<file path="src/iqrc_pkg.sv">
package iqrc_pkg;

  localparam int QW = 16;
  localparam int CODE_W = 3;
  localparam int CFG_IDX_W = 2;
  localparam int ACC_W = 35;

  localparam logic signed [QW-1:0] Q_ONE = 16'sd16384;
  localparam logic signed [QW-1:0] Q_MAX = 16'sd32767;
  localparam logic signed [QW-1:0] Q_MIN = -16'sd32768;

  localparam logic [CFG_IDX_W-1:0] CFG_AXIS_MAP_X = 2'd0;
  localparam logic [CFG_IDX_W-1:0] CFG_AXIS_MAP_Y = 2'd1;
  localparam logic [CFG_IDX_W-1:0] CFG_AXIS_MAP_Z = 2'd2;

  localparam logic [CODE_W-1:0] AXIS_MAP_X_RST = 3'd0;
  localparam logic [CODE_W-1:0] AXIS_MAP_Y_RST = 3'd2;
  localparam logic [CODE_W-1:0] AXIS_MAP_Z_RST = 3'd4;

  localparam logic [1:0] SRC_X = 2'd0;
  localparam logic [1:0] SRC_Y = 2'd1;
  localparam logic [1:0] SRC_Z = 2'd2;

  localparam logic REQ_SAMPLE = 1'b0;
  localparam logic REQ_CAL = 1'b1;

  typedef struct packed {
    logic signed [QW-1:0] w;
    logic signed [QW-1:0] x;
    logic signed [QW-1:0] y;
    logic signed [QW-1:0] z;
  } quat_t;

  typedef struct packed {
    logic                 req_type;
    logic signed [QW-1:0] raw_w;
    logic signed [QW-1:0] raw_x;
    logic signed [QW-1:0] raw_y;
    logic signed [QW-1:0] raw_z;
  } iqrc_in_t;

  typedef struct packed {
    logic signed [QW-1:0] out_w;
    logic signed [QW-1:0] out_x;
    logic signed [QW-1:0] out_y;
    logic signed [QW-1:0] out_z;
  } iqrc_out_t;

  // Negation that maps the most negative value to the most positive one.
  function automatic logic signed [QW-1:0] neg_sat(input logic signed [QW-1:0] v);
    logic signed [QW-1:0] r;
    if (v == Q_MIN) begin
      r = Q_MAX;
    end else begin
      r = -v;
    end
    return r;
  endfunction

endpackage

</file>
<file path="src/iqrc_remap.sv">
module iqrc_remap import iqrc_pkg::*; (
  input  quat_t             raw,
  input  logic [CODE_W-1:0] map_x,
  input  logic [CODE_W-1:0] map_y,
  input  logic [CODE_W-1:0] map_z,
  output quat_t             remapped
);

  function automatic logic signed [QW-1:0] pick(input logic [CODE_W-1:0] code,
                                                input quat_t q);
    logic signed [QW-1:0] v;
    unique case (code[2:1])
      SRC_X:   v = q.x;
      SRC_Y:   v = q.y;
      SRC_Z:   v = q.z;
      default: v = '0;
    endcase
    if (code[0]) begin
      v = neg_sat(v);
    end
    return v;
  endfunction

  // Codes six and seven select no axis; pick returns zero for them, and
  // negating zero leaves zero.
  always_comb begin
    remapped.w = raw.w;
    remapped.x = pick(map_x, raw);
    remapped.y = pick(map_y, raw);
    remapped.z = pick(map_z, raw);
  end

endmodule

</file>
<file path="config.mk">
export PLATFORM = sky130hd
export DESIGN_NAME = iqrc_remap
export DESIGN_NICKNAME = d
export VERILOG_FILES = /design/src/iqrc_pkg.sv /design/src/iqrc_remap.sv
export SDC_FILE = /design/constraint.sdc
export NUM_CORES = 1
export LEC_CHECK = 0
export BUFFER_PORTS_ARGS = -buffer_cell sky130_fd_sc_hd__buf_2
export CORE_MARGIN = 2
export CORE_UTILIZATION = 38
export DETAILED_ROUTE_END_ITERATION = 8
export PLACE_DENSITY = 0.8
export SYNTH_ARGS = -nofsm -noshare
export SYNTH_HDL_FRONTEND = slang
export SYNTH_SLANG_ARGS = --single-unit
</file>
<file path="constraint.sdc">
create_clock -name vclk -period 4.51
set_clock_uncertainty 0.1 [all_clocks]
set_input_delay 0.902 -clock vclk [all_inputs]
set_output_delay 0.902 -clock vclk [all_outputs]
set_load 0.05 [all_outputs]
</file>
; ---- Yosys cells after proc, flatten, opt, wreduce, memory -nomap -nowiden
; Cells that the tools add are included.
[word_totals]
inputBits = 73
register_bits = 0
output_inout_bits = 64
[op_classes]
reduce_logical = 3
mux = 9
n_eq_ne = 9
n_addsub = 3
[ops]
columns = operator, n
row1 = case mux 16 bit (3 select lines), 3
row2 = two-way mux 16 bit, 6
row3 = == test 16 bit (second input constant), 3
row4 = negation 16 bit, 3
row5 = == test 2 x 1 -> 1 bit (second input constant), 3
row6 = == test 2 bit (second input constant), 3
row7 = logical NOT 2 bit, 3

; ---- Depth between registers and ports, before layout
; Gate-level depths: netlist of run 1.
[depth]
word_depth = 5
depth_mapped = 13
depth_no_buf = 9

; ---- Least setup slack after synthesis of run 1
; No wires, ideal clock.
[synth_path]
kind = input to output
start = in map_z[1]
end = out remapped[14] in the netlist's numbering
required_ns = 3.508
stages = 12
setup_slack_ns = 0.015
n_path_buf = 3
arrival_time_ns = 3.493
cell_sequence = buf_2 > nor2b_1 > buf_2 > buf_2 > o2bb2ai_1 > inv_1 > ha_1 > inv_1 > nor4_2 > and3_1 > nand2_1 > a31oi_1
[synth_lines]
columns = item, line
row1 = start: declaration, iqrc_remap.sv:5  ; input logic [CODE_W-1:0] map_z,
row2 = end: declaration, iqrc_remap.sv:6  ; output quat_t remapped

==> results of run 1 <==
-- worst paths after layout --
check                 endpoint  depth (start not counted)  slack (ns)
setup / recovery  remapped[47]                          8        0.15
hold / removal    remapped[50]                          0        1.70
-- cell type report --
class,instances,area (um2),area share [%]
multi-input combinational,299,2282,74.69
timing repair buffer,119,635.6,20.80
tap,77,96.34,3.153
inverter,11,41.29,1.351
-- synthesized netlist by cell type (7+ instances only) --
master                      number
sky130_fd_sc_hd__mux2i_1        52
sky130_fd_sc_hd__nand2_1        40
sky130_fd_sc_hd__o2bb2ai_1      37
sky130_fd_sc_hd__a21oi_1        19
sky130_fd_sc_hd__buf_4          19
sky130_fd_sc_hd__nor2_1         14
sky130_fd_sc_hd__xor2_1         13
sky130_fd_sc_hd__xnor2_1        12
sky130_fd_sc_hd__o21ai_0        11
sky130_fd_sc_hd__buf_2          10
sky130_fd_sc_hd__inv_1           9
sky130_fd_sc_hd__o31ai_1         8
sky130_fd_sc_hd__a31oi_1         7
-- worst max-delay path: stages --
cell and delay (ns):
sky130_fd_sc_hd__buf_2 0.25, sky130_fd_sc_hd__buf_4 0.24, sky130_fd_sc_hd__mux2i_1 0.22, sky130_fd_sc_hd__o2bb2ai_1 0.19, sky130_fd_sc_hd__or3b_1 0.57, sky130_fd_sc_hd__o41ai_2 0.41, sky130_fd_sc_hd__mux2_2 0.36, sky130_fd_sc_hd__buf_2 0.21
-- power by group --
group / internal [mW] / switching (mW) / leakage [nW]
Sequential: 0 / 0 / 0
Clock: 0 / 0 / 0
Combinational: 0.180 / 0.436 / 1.43
-- per-stage QoR --
| stage | power (mW) | instances |
|---|---|---|
| floorplan | 0.5021 | 350 |
| global placement | 0.6016 | 506 |
| detailed placement | 0.6075 | 506 |
| CTS | 0.6090 | 506 |
| global route | 0.6553 | 506 |
| finish | 0.6160 | 506 |
-- routing by layer --
layer  vias to the layer above  wire [um]  GRT usage, %
met5                         -          0             0
li1                       1484          -             -
met4                         0        128         3.693
met1                      1437       3716         29.67
met2                       144       3984         37.21
met3                        12        704         2.381
-- timing repair --
item                                    CTS  global route
endpoints found under the setup margin    0            35
buffers inserted                          0             0
resized for setup                         0             8
endpoints found under the hold margin     0             0
-- cell usage in the layout (no fill, tap or decap), types with 3 or more instances in the layout --
cell and count:
sky130_fd_sc_hd__a211oi_1 3, sky130_fd_sc_hd__a21oi_1 19, sky130_fd_sc_hd__a22oi_1 3, sky130_fd_sc_hd__a31oi_1 7
sky130_fd_sc_hd__buf_2 103, sky130_fd_sc_hd__buf_4 15, sky130_fd_sc_hd__ha_1 3, sky130_fd_sc_hd__inv_1 9
sky130_fd_sc_hd__mux2_1 4, sky130_fd_sc_hd__mux2_2 5, sky130_fd_sc_hd__mux2i_1 52, sky130_fd_sc_hd__nand2_1 39
sky130_fd_sc_hd__nand3_1 4, sky130_fd_sc_hd__nor2_1 13, sky130_fd_sc_hd__nor3_1 4, sky130_fd_sc_hd__nor4_1 4
sky130_fd_sc_hd__o21ai_0 11, sky130_fd_sc_hd__o2bb2ai_1 37, sky130_fd_sc_hd__o31ai_1 8, sky130_fd_sc_hd__o41ai_2 4
sky130_fd_sc_hd__or2_2 4, sky130_fd_sc_hd__or3_1 5, sky130_fd_sc_hd__xnor2_1 12, sky130_fd_sc_hd__xor2_1 13
-- cells by family (layout without fill, tap and decap cells) --
family                     Yosys count  in the layout  share of synthesized area, %
buffers and inverters               51            130                         12.18
muxes                               61             61                         24.21
and+or+nand+nor                    102            102                         21.48
adders and majority gates            3              3                         1.461
AOI/OAI and AO/OA                  108            108                         32.15
xor gates and xnor gates            25             25                         8.524
==> results.txt, run 1 <==
----------------------------------------------------
[Routing]
  WL/cell ... 16.86 um
  Ratio of routed vias to standard cells ... 6.081
  Wire length reported by the detailed router ... 8.533 mm
  Antenna violation net count after detailed routing ... 0
  Number of DRC violations after detailed routing ... 0
  DR vias ... 3077
  1st-iter DRT viols ... 231
  First drt pass iteration count ... 5

[Synthesis]
  Netlist area before placement ... 0.002569 mm2
  Synthesized netlist net count ... 426
  Mean post-synth cell area ... 7.339 um2
  Biggest area contributors in the synthesized netlist ... sky130_fd_sc_hd__mux2i_1 20%, sky130_fd_sc_hd__o2bb2ai_1 13%, sky130_fd_sc_hd__nand2_1 5.8%
  Library cell with the largest summed area after synthesis ... sky130_fd_sc_hd__mux2i_1
  Sequential area share after synthesis ... 0%
  Yosys warnings ... 0
  Post-synthesis cell type count ... 59
  Top-area cell type share of the netlist area ... 20.26%
  Cell count after synthesis ... 350

[Placement]
  Half-perimeter wire length after placement ... 7.105 mm
  Pre-CTS setup slack ... 0.1036 ns
  Gp weighted congestion ... 0.9139
  Port bufs ... 105
  Area of placed instances ... 0.003024 mm2

[Timing]
  Final-report max-slew violation count ... 0
  Final Worst Setup Slack ... 0.1457 ns
  Unrepaired setup endpoints after global routing ... no
  Worst hold slack ... 1.704 ns
  Final worst-path cycle share ... 96.77%
  Total Neg Setup Slack ... 0 ns
  Slew @ Worst Pin ... 0.5715 ns
  Maximum frequency from static timing analysis ... 0.2291 GHz
  Worst slew margin relative to its limit ... 61.90%
  Final number of setup-violating endpoints ... 0
  Final hold violation count ... 0
  Final critical-path required period ... 4.364 ns

[Critical path]
  Max Fanout on Critical Path ... 11
  Crit path launch ... map_x[1]
  Critical Path Start Type ... input port
  Endpoint type of the worst setup path ... output port
  Path type of the worst setup path ... input port to output port
  Critical path data required time ... 3.51 ns
  Critical Path AT ... 3.36 ns

[Die]
  Effective utilization at floorplan ... 39.77%
  Die area ... 0.007433 mm2
  Area of the core ... 0.006459 mm2
  Width of the die ... 86.22 um
  Rows ... 29
  Top-level I/O count ... 137
  Vertical die dimension ... 86.22 um

[Final layout]
  Layout cell share with drive strength beyond 1 ... 34.27%
  Count of filler cells inserted in the layout ... 668
  Sequential Area ... 0 um2
  Layout Area Growth over Synthesis ... 18.95%
  # nets final ... 507
  Total of clock buffers placed in the layout ... 0
  Finished layout cell area ... 0.003055 mm2
  # diodes ... 0
  Share of the core filled with cells ... 47.31%
  Number of flip-flops and latches ... 0

[Run status]
  Outcome ... finished clean

[Power and ir drop]
  Peak supply drop ... 0.09207 mV
  Leak ... 1.427 nW
  Pwr per Cell Area ... 201.6 mW/mm2

[Global routing]
  Number of antenna violations at the first check in global routing ... 0
  Maximum number of pins on one net before global-route repair ... 20
  Total track usage ... 21.68%
  Aggregate global routing overflow ... 0
  First-pass GRT wire length ... 13.41 mm
  Number of global-route vias before repair ... 2750

[Min path]
  Hold wc startpoint ... raw[50]
  Path class of the lowest-slack min-delay path ... input port to output port

[Flow run]
  Count of max-cap constraint violations ... 0

[Clocking]
  Hold bufs inserted after CTS ... 0

----------------------------------------------------
No activity file was read; power rests on OpenSTA's default activity.
==> run 2, diff against run 1 <==
--- a/config.mk
+++ b/config.mk
@@ -5,11 +5,12 @@
 export SDC_FILE = /design/constraint.sdc
 export NUM_CORES = 1
 export LEC_CHECK = 0
+export ABC_AREA = 1
 export BUFFER_PORTS_ARGS = -buffer_cell sky130_fd_sc_hd__buf_2
 export CORE_MARGIN = 2
 export CORE_UTILIZATION = 38
 export DETAILED_ROUTE_END_ITERATION = 8
-export PLACE_DENSITY = 0.8
+export PLACE_DENSITY = 0.77
 export SYNTH_ARGS = -nofsm -noshare
 export SYNTH_HDL_FRONTEND = slang
 export SYNTH_SLANG_ARGS = --single-unit
==> run 2 against run 1 <==
Flip-flop and latch count is the same. Maximum frequency grew 5.1%. Sequential share of layout area is the same. First-iteration DRC count grew 150%. Utilization shrank 3.2 points. Critical endpoint is now remapped[17]. Largest power group unchanged.
==> results.txt, run 2 <==
----------------------------------------------------
[Global routing]
  Maximum number of pins on one net before global-route repair ... 23
  Met2 track utilization from global routing ... 39.76%
  Number of global-route vias before repair ... 3810
  Total track usage ... 25.41%
  Number of antenna violations at the first check in global routing ... 0
  First-pass GRT wire length ... 18.20 mm
  GR Util met1 ... 35.31%
  Met3 Resource Use GR ... 4.655%
  Aggregate global routing overflow ... 0
  Most crowded layer after global routing ... met2

[Synthesis]
  Mean post-synth cell area ... 4.789 um2
  Top-area cell type share of the netlist area ... 26.37%
  Biggest area contributors in the synthesized netlist ... sky130_fd_sc_hd__nand2_1 26%, sky130_fd_sc_hd__nand3_1 22%, sky130_fd_sc_hd__nor2_1 11%
  Cell with the most instances after synthesis ... sky130_fd_sc_hd__nand2_1
  Yosys warnings ... 0
  Cell count after synthesis ... 639
  Post-synthesis cell type count ... 29
  Netlist area before placement ... 0.003060 mm2
  Library cell with the largest summed area after synthesis ... sky130_fd_sc_hd__nand2_1
  Sequential area share after synthesis ... 0%
  Synthesized netlist net count ... 715
  Most common library cells after synthesis ... 215 x sky130_fd_sc_hd__nand2_1, 136 x sky130_fd_sc_hd__nand3_1, 92 x sky130_fd_sc_hd__nor2_1, 49 x sky130_fd_sc_hd__inv_1, 22 x sky130_fd_sc_hd__buf_4

[Final layout]
  # diodes ... 0
  Number of flip-flops and latches ... 0
  Layout Area Growth over Synthesis ... 12.02%
  # nets final ... 782
  Leading cell type in the layout, fill and taps excluded ... sky130_fd_sc_hd__nand2_1
  Sequential Area ... 0 um2
  Area of the multi-input gates ... 0.002569 mm2
  Commonest cells after routing, fill and taps aside ... 215 x sky130_fd_sc_hd__nand2_1, 136 x sky130_fd_sc_hd__nand3_1, 105 x sky130_fd_sc_hd__buf_2
  Layout cell share with drive strength beyond 1 ... 22.30%
  Count of filler cells inserted in the layout ... 918
  Total of clock buffers placed in the layout ... 0
  Finished layout cell area ... 0.003428 mm2

[Min path]
  Path class of the lowest-slack min-delay path ... input port to output port
  Worst hold endpoint ... remapped[49]
  Hold-critical path depth ... 0
  Hold wc startpoint ... raw[49]

[Routing]
  Ratio of routed vias to standard cells ... 5.486
  Wire length reported by the detailed router ... 11.63 mm
  Number of DRC violations after detailed routing ... 0
  1st-iter DRT viols ... 571
  Antenna violation net count after detailed routing ... 0
  DR vias ... 4422
  WL/cell ... 14.42 um
  First drt pass iteration count ... 6

[Timing]
  Final hold violation count ... 0
  Final critical-path required period ... 4.151 ns
  Total Neg Setup Slack ... 0 ns
  Maximum frequency from static timing analysis ... 0.2409 GHz
  Worst slew margin relative to its limit ... 67.12%
  Unrepaired setup endpoints after global routing ... no
  Final-report max-slew violation count ... 0
  Final number of setup-violating endpoints ... 0
  Final worst-path cycle share ... 92.04%
  Slew @ Worst Pin ... 0.4914 ns

[Die]
  Top-level I/O count ... 137
  Area of the core ... 0.007767 mm2
  Rows ... 32
  Die area ... 0.008787 mm2
  Effective utilization at floorplan ... 39.40%
  Width of the die ... 93.74 um
  Vertical die dimension ... 93.74 um

[Power and ir drop]
  Leak ... 2.098 nW
  Peak supply drop ... 0.09037 mV
  Pwr per Cell Area ... 191.2 mW/mm2

[Placement]
  Gp weighted congestion ... 1.074
  Port bufs ... 105
  Area of placed instances ... 0.003428 mm2
  Half-perimeter wire length after placement ... 9.737 mm

[Critical path]
  Max stage delay cell, worst path ... sky130_fd_sc_hd__nand3_2
  Max Fanout on Critical Path ... 14
  Crit path launch ... map_y[2]
  Critical Path AT ... 3.15 ns
  List of cells traversed by the critical path ... buf_2 -> inv_2 -> nand2_1 -> nor2_1 -> nor2_1 -> ha_1 -> nand3_2 -> nor2_2 -> nand3_2 -> o211ai_1 -> buf_2
  Critical Path Start Type ... input port
  Endpoint type of the worst setup path ... output port
  Critical Path Max Stage Delay ... 0.31 ns
  Path type of the worst setup path ... input port to output port
  Critical path data required time ... 3.51 ns

[Flow run]
  Count of max-cap constraint violations ... 0

[Run status]
  Outcome ... finished clean

[Clocking]
  CTS resizes ... 0
  Post-CTS Setup Repair Bufs ... 0
  Hold bufs inserted after CTS ... 0

----------------------------------------------------
-- run 2: cell type report --
type                       count  area share, %
multi-input combinational    544          74.93
timing repair buffer         105          15.33
inverter                      55          6.022
tap                          102          3.723
-- run 2: where the power goes --
part	switching (mW)	internal, mW
clock network	0	0
registers	0	0
logic	0.491	0.165
-- run 2: how the worst max path moves through the flow --
stage	to	slack, ns
6_report	remapped[17]	0.36
5_1_grt	remapped[17]	0.16
4_1_cts	remapped[17]	0.38
3_5_place_dp	remapped[17]	0.38
3_3_place_gp	remapped[38]	0.47
2_1_floorplan	remapped[15]	0.68
-- run 2: worst max-delay path: cells and delay by family --
kind            cells  cell delay [ns]
compound gates      1             0.18
simple gates        6             1.11
buf+inv             3             0.70
fa+ha+maj           1             0.23
-- run 2: layer usage --
metal / wire [um] / up-vias / share of wire (%)
met5: 0 / - / 0
li1: - / 2183 / -
met4: 478 / 0 / 4.1
met2: 4883 / 292 / 42
met3: 1437 / 53 / 12
met1: 4826 / 1894 / 42
-- run 2: stage by stage --
step | hold slack, ns | util, % | setup slack (ns) | total power, mW | instances
floorplan | 1.871 | - | 0.6780 | 0.5354 | 639
global placement | 1.704 | 44.14 | 0.4701 | 0.6440 | 806
detailed placement | 1.704 | 44.14 | 0.3850 | 0.6473 | 806
CTS | 1.704 | 44.14 | 0.3773 | 0.6486 | 806
global route | 1.704 | 44.14 | 0.1593 | 0.7101 | 806
finish | 1.704 | 44.14 | 0.3589 | 0.6556 | 806
-- run 2: cells by family after synthesis --
family | Yosys count | share of synthesized area, %
and+or+nand+nor | 504 | 75.63
buffers and inverters | 95 | 16.07
xor gates and xnor gates | 3 | 0.8587
AOI/OAI and AO/OA | 34 | 6.214
adders and majority gates | 3 | 1.227
==> run 3, diff against run 2 <==
--- a/config.mk
+++ b/config.mk
@@ -8,9 +8,9 @@
 export ABC_AREA = 1
 export BUFFER_PORTS_ARGS = -buffer_cell sky130_fd_sc_hd__buf_2
 export CORE_MARGIN = 2
-export CORE_UTILIZATION = 38
+export CORE_UTILIZATION = 45
 export DETAILED_ROUTE_END_ITERATION = 8
-export PLACE_DENSITY = 0.77
+export PLACE_DENSITY = 0.87
 export SYNTH_ARGS = -nofsm -noshare
 export SYNTH_HDL_FRONTEND = slang
 export SYNTH_SLANG_ARGS = --single-unit
==> constraint.sdc (replaced) <==
create_clock -name vclk -period 4.6
set_clock_uncertainty 0.1 [all_clocks]
set_input_delay 0.92 -clock vclk [all_inputs]
set_output_delay 0.92 -clock vclk [all_outputs]
set_load 0.05 [all_outputs]
==> run 3 against run 2 <==
First-iteration DRC count grew 2.1%. Wire length shrank 7.4%. Critical path depth is the same. Worst setup slack gained 0.0075 ns. Final area shrank 0.80%. Flip-flop and latch count is the same. Utilization grew 6.8 points. Final cell count shrank 2.7%. Highest routed layer unchanged.
==> results.txt, run 3 (same netlist as run 2, synthesis figures left out) <==
----------------------------------------------------
[Placement]
  Port bufs ... 105
  Gp weighted congestion ... 1.021
  Half-perimeter wire length after placement ... 8.939 mm

[Final layout]
  Area of the multi-input gates ... 0.002569 mm2
  Layout cell share with drive strength beyond 1 ... 22.30%
  Layout Area Growth over Synthesis ... 11.12%
  Total of clock buffers placed in the layout ... 0
  # diodes ... 0
  Count of filler cells inserted in the layout ... 724
  # nets final ... 782
  Commonest cells after routing, fill and taps aside ... 215 x sky130_fd_sc_hd__nand2_1, 136 x sky130_fd_sc_hd__nand3_1, 105 x sky130_fd_sc_hd__buf_2
  Number of flip-flops and latches ... 0
  Leading cell type in the layout, fill and taps excluded ... sky130_fd_sc_hd__nand2_1
  Sequential Area ... 0 um2

[Timing]
  Final hold violation count ... 0
  Slew @ Worst Pin ... 0.5019 ns
  Final number of setup-violating endpoints ... 0
  Maximum frequency from static timing analysis ... 0.2362 GHz
  Final critical-path required period ... 4.234 ns
  Total Neg Setup Slack ... 0 ns
  Unrepaired setup endpoints after global routing ... no
  Worst slew margin relative to its limit ... 66.51%
  Final worst-path cycle share ... 92.03%
  Final-report max-slew violation count ... 0

[Critical path]
  Endpoint type of the worst setup path ... output port
  Critical Path AT ... 3.21 ns
  Critical Path Start Type ... input port
  Critical path data required time ... 3.58 ns
  Max Fanout on Critical Path ... 15
  Path type of the worst setup path ... input port to output port

[Flow run]
  Count of max-cap constraint violations ... 0

[Routing]
  Wire length reported by the detailed router ... 10.76 mm
  Number of DRC violations after detailed routing ... 0
  First drt pass iteration count ... 6
  WL/cell ... 13.72 um
  1st-iter DRT viols ... 583
  DR vias ... 4374
  Ratio of routed vias to standard cells ... 5.579
  Antenna violation net count after detailed routing ... 0

[Global routing]
  Maximum number of pins on one net before global-route repair ... 23
  Total track usage ... 27.78%
  First-pass GRT wire length ... 17.26 mm
  Number of antenna violations at the first check in global routing ... 0
  Aggregate global routing overflow ... 0
  Number of global-route vias before repair ... 3689

[Die]
  Area of the core ... 0.006681 mm2
  Width of the die ... 86.47 um
  Rows ... 30
  Top-level I/O count ... 137
  Vertical die dimension ... 86.47 um
  Die area ... 0.007476 mm2
  Effective utilization at floorplan ... 45.81%

[Power and ir drop]
  Pwr per Cell Area ... 187.8 mW/mm2
  Leak ... 2.098 nW
  Peak supply drop ... 0.1124 mV
  Design Power ... 0.6388 mW

[Clocking]
  Post-CTS Setup Repair Bufs ... 0
  Hold bufs inserted after CTS ... 0
  CTS resizes ... 0

[Min path]
  Path class of the lowest-slack min-delay path ... input port to output port

[Run status]
  Outcome ... finished clean

----------------------------------------------------
run 3: layout make-up:
cell class         instances  area share [%]
multi-input cells        544           75.53
repair buffers           105           15.45
inverters                 55           6.071
well taps                 80           2.943
run 3: path summary, 6_finish.rpt:
| check | startpoint | end | slack, ns | cells past startpoint |
|---|---|---|---|---|
| setup / recovery | map_y[1] | remapped[17] | 0.37 | 11 |
| hold / removal | raw[48] | remapped[48] | 1.74 | 0 |
run 3: metal layers:
metal | GRT usage (%) | share of wire [%] | vias up | routed length, um
li1 | - | - | 2180 | -
met1 | 36.76 | 40 | 1874 | 4301
met2 | 45.87 | 44 | 271 | 4782
met3 | 3.429 | 11 | 49 | 1179
met4 | 10.65 | 4.6 | 0 | 495
met5 | 0 | 0 | - | 0
run 3: stage by stage:
| stage | instances | worst slack [ns] | utilization, % | hold slack (ns) | cell area (um2) |
|---|---|---|---|---|---|
| finish | 784 | 0.3665 | 50.90 | 1.740 | 3401 |
| global route | 784 | 0.08907 | 50.90 | 1.740 | 3401 |
| CTS | 784 | 0.4010 | 50.90 | 1.740 | 3401 |
| detailed placement | 784 | 0.4124 | 50.90 | 1.740 | 3401 |
| global placement | 784 | 0.4896 | 50.90 | 1.740 | 3401 |
| floorplan | 639 | 0.7320 | - | 1.907 | 3060 |
run 3: critical path, stage by stage:
cell,delay (ns)
sky130_fd_sc_hd__buf_2,0.26
sky130_fd_sc_hd__inv_2,0.16
sky130_fd_sc_hd__nand2_1,0.24
sky130_fd_sc_hd__nor2_1,0.08
sky130_fd_sc_hd__nor2_2,0.18
sky130_fd_sc_hd__ha_1,0.22
sky130_fd_sc_hd__nand3_2,0.15
sky130_fd_sc_hd__nor2_2,0.19
sky130_fd_sc_hd__nand3_2,0.31
sky130_fd_sc_hd__o211ai_1,0.20
sky130_fd_sc_hd__buf_2,0.29
run 3: power by group:
part / leakage (nW) / internal [mW] / switching [mW]
logic: 2.10 / 0.162 / 0.477
registers: 0 / 0 / 0
clock network: 0 / 0 / 0
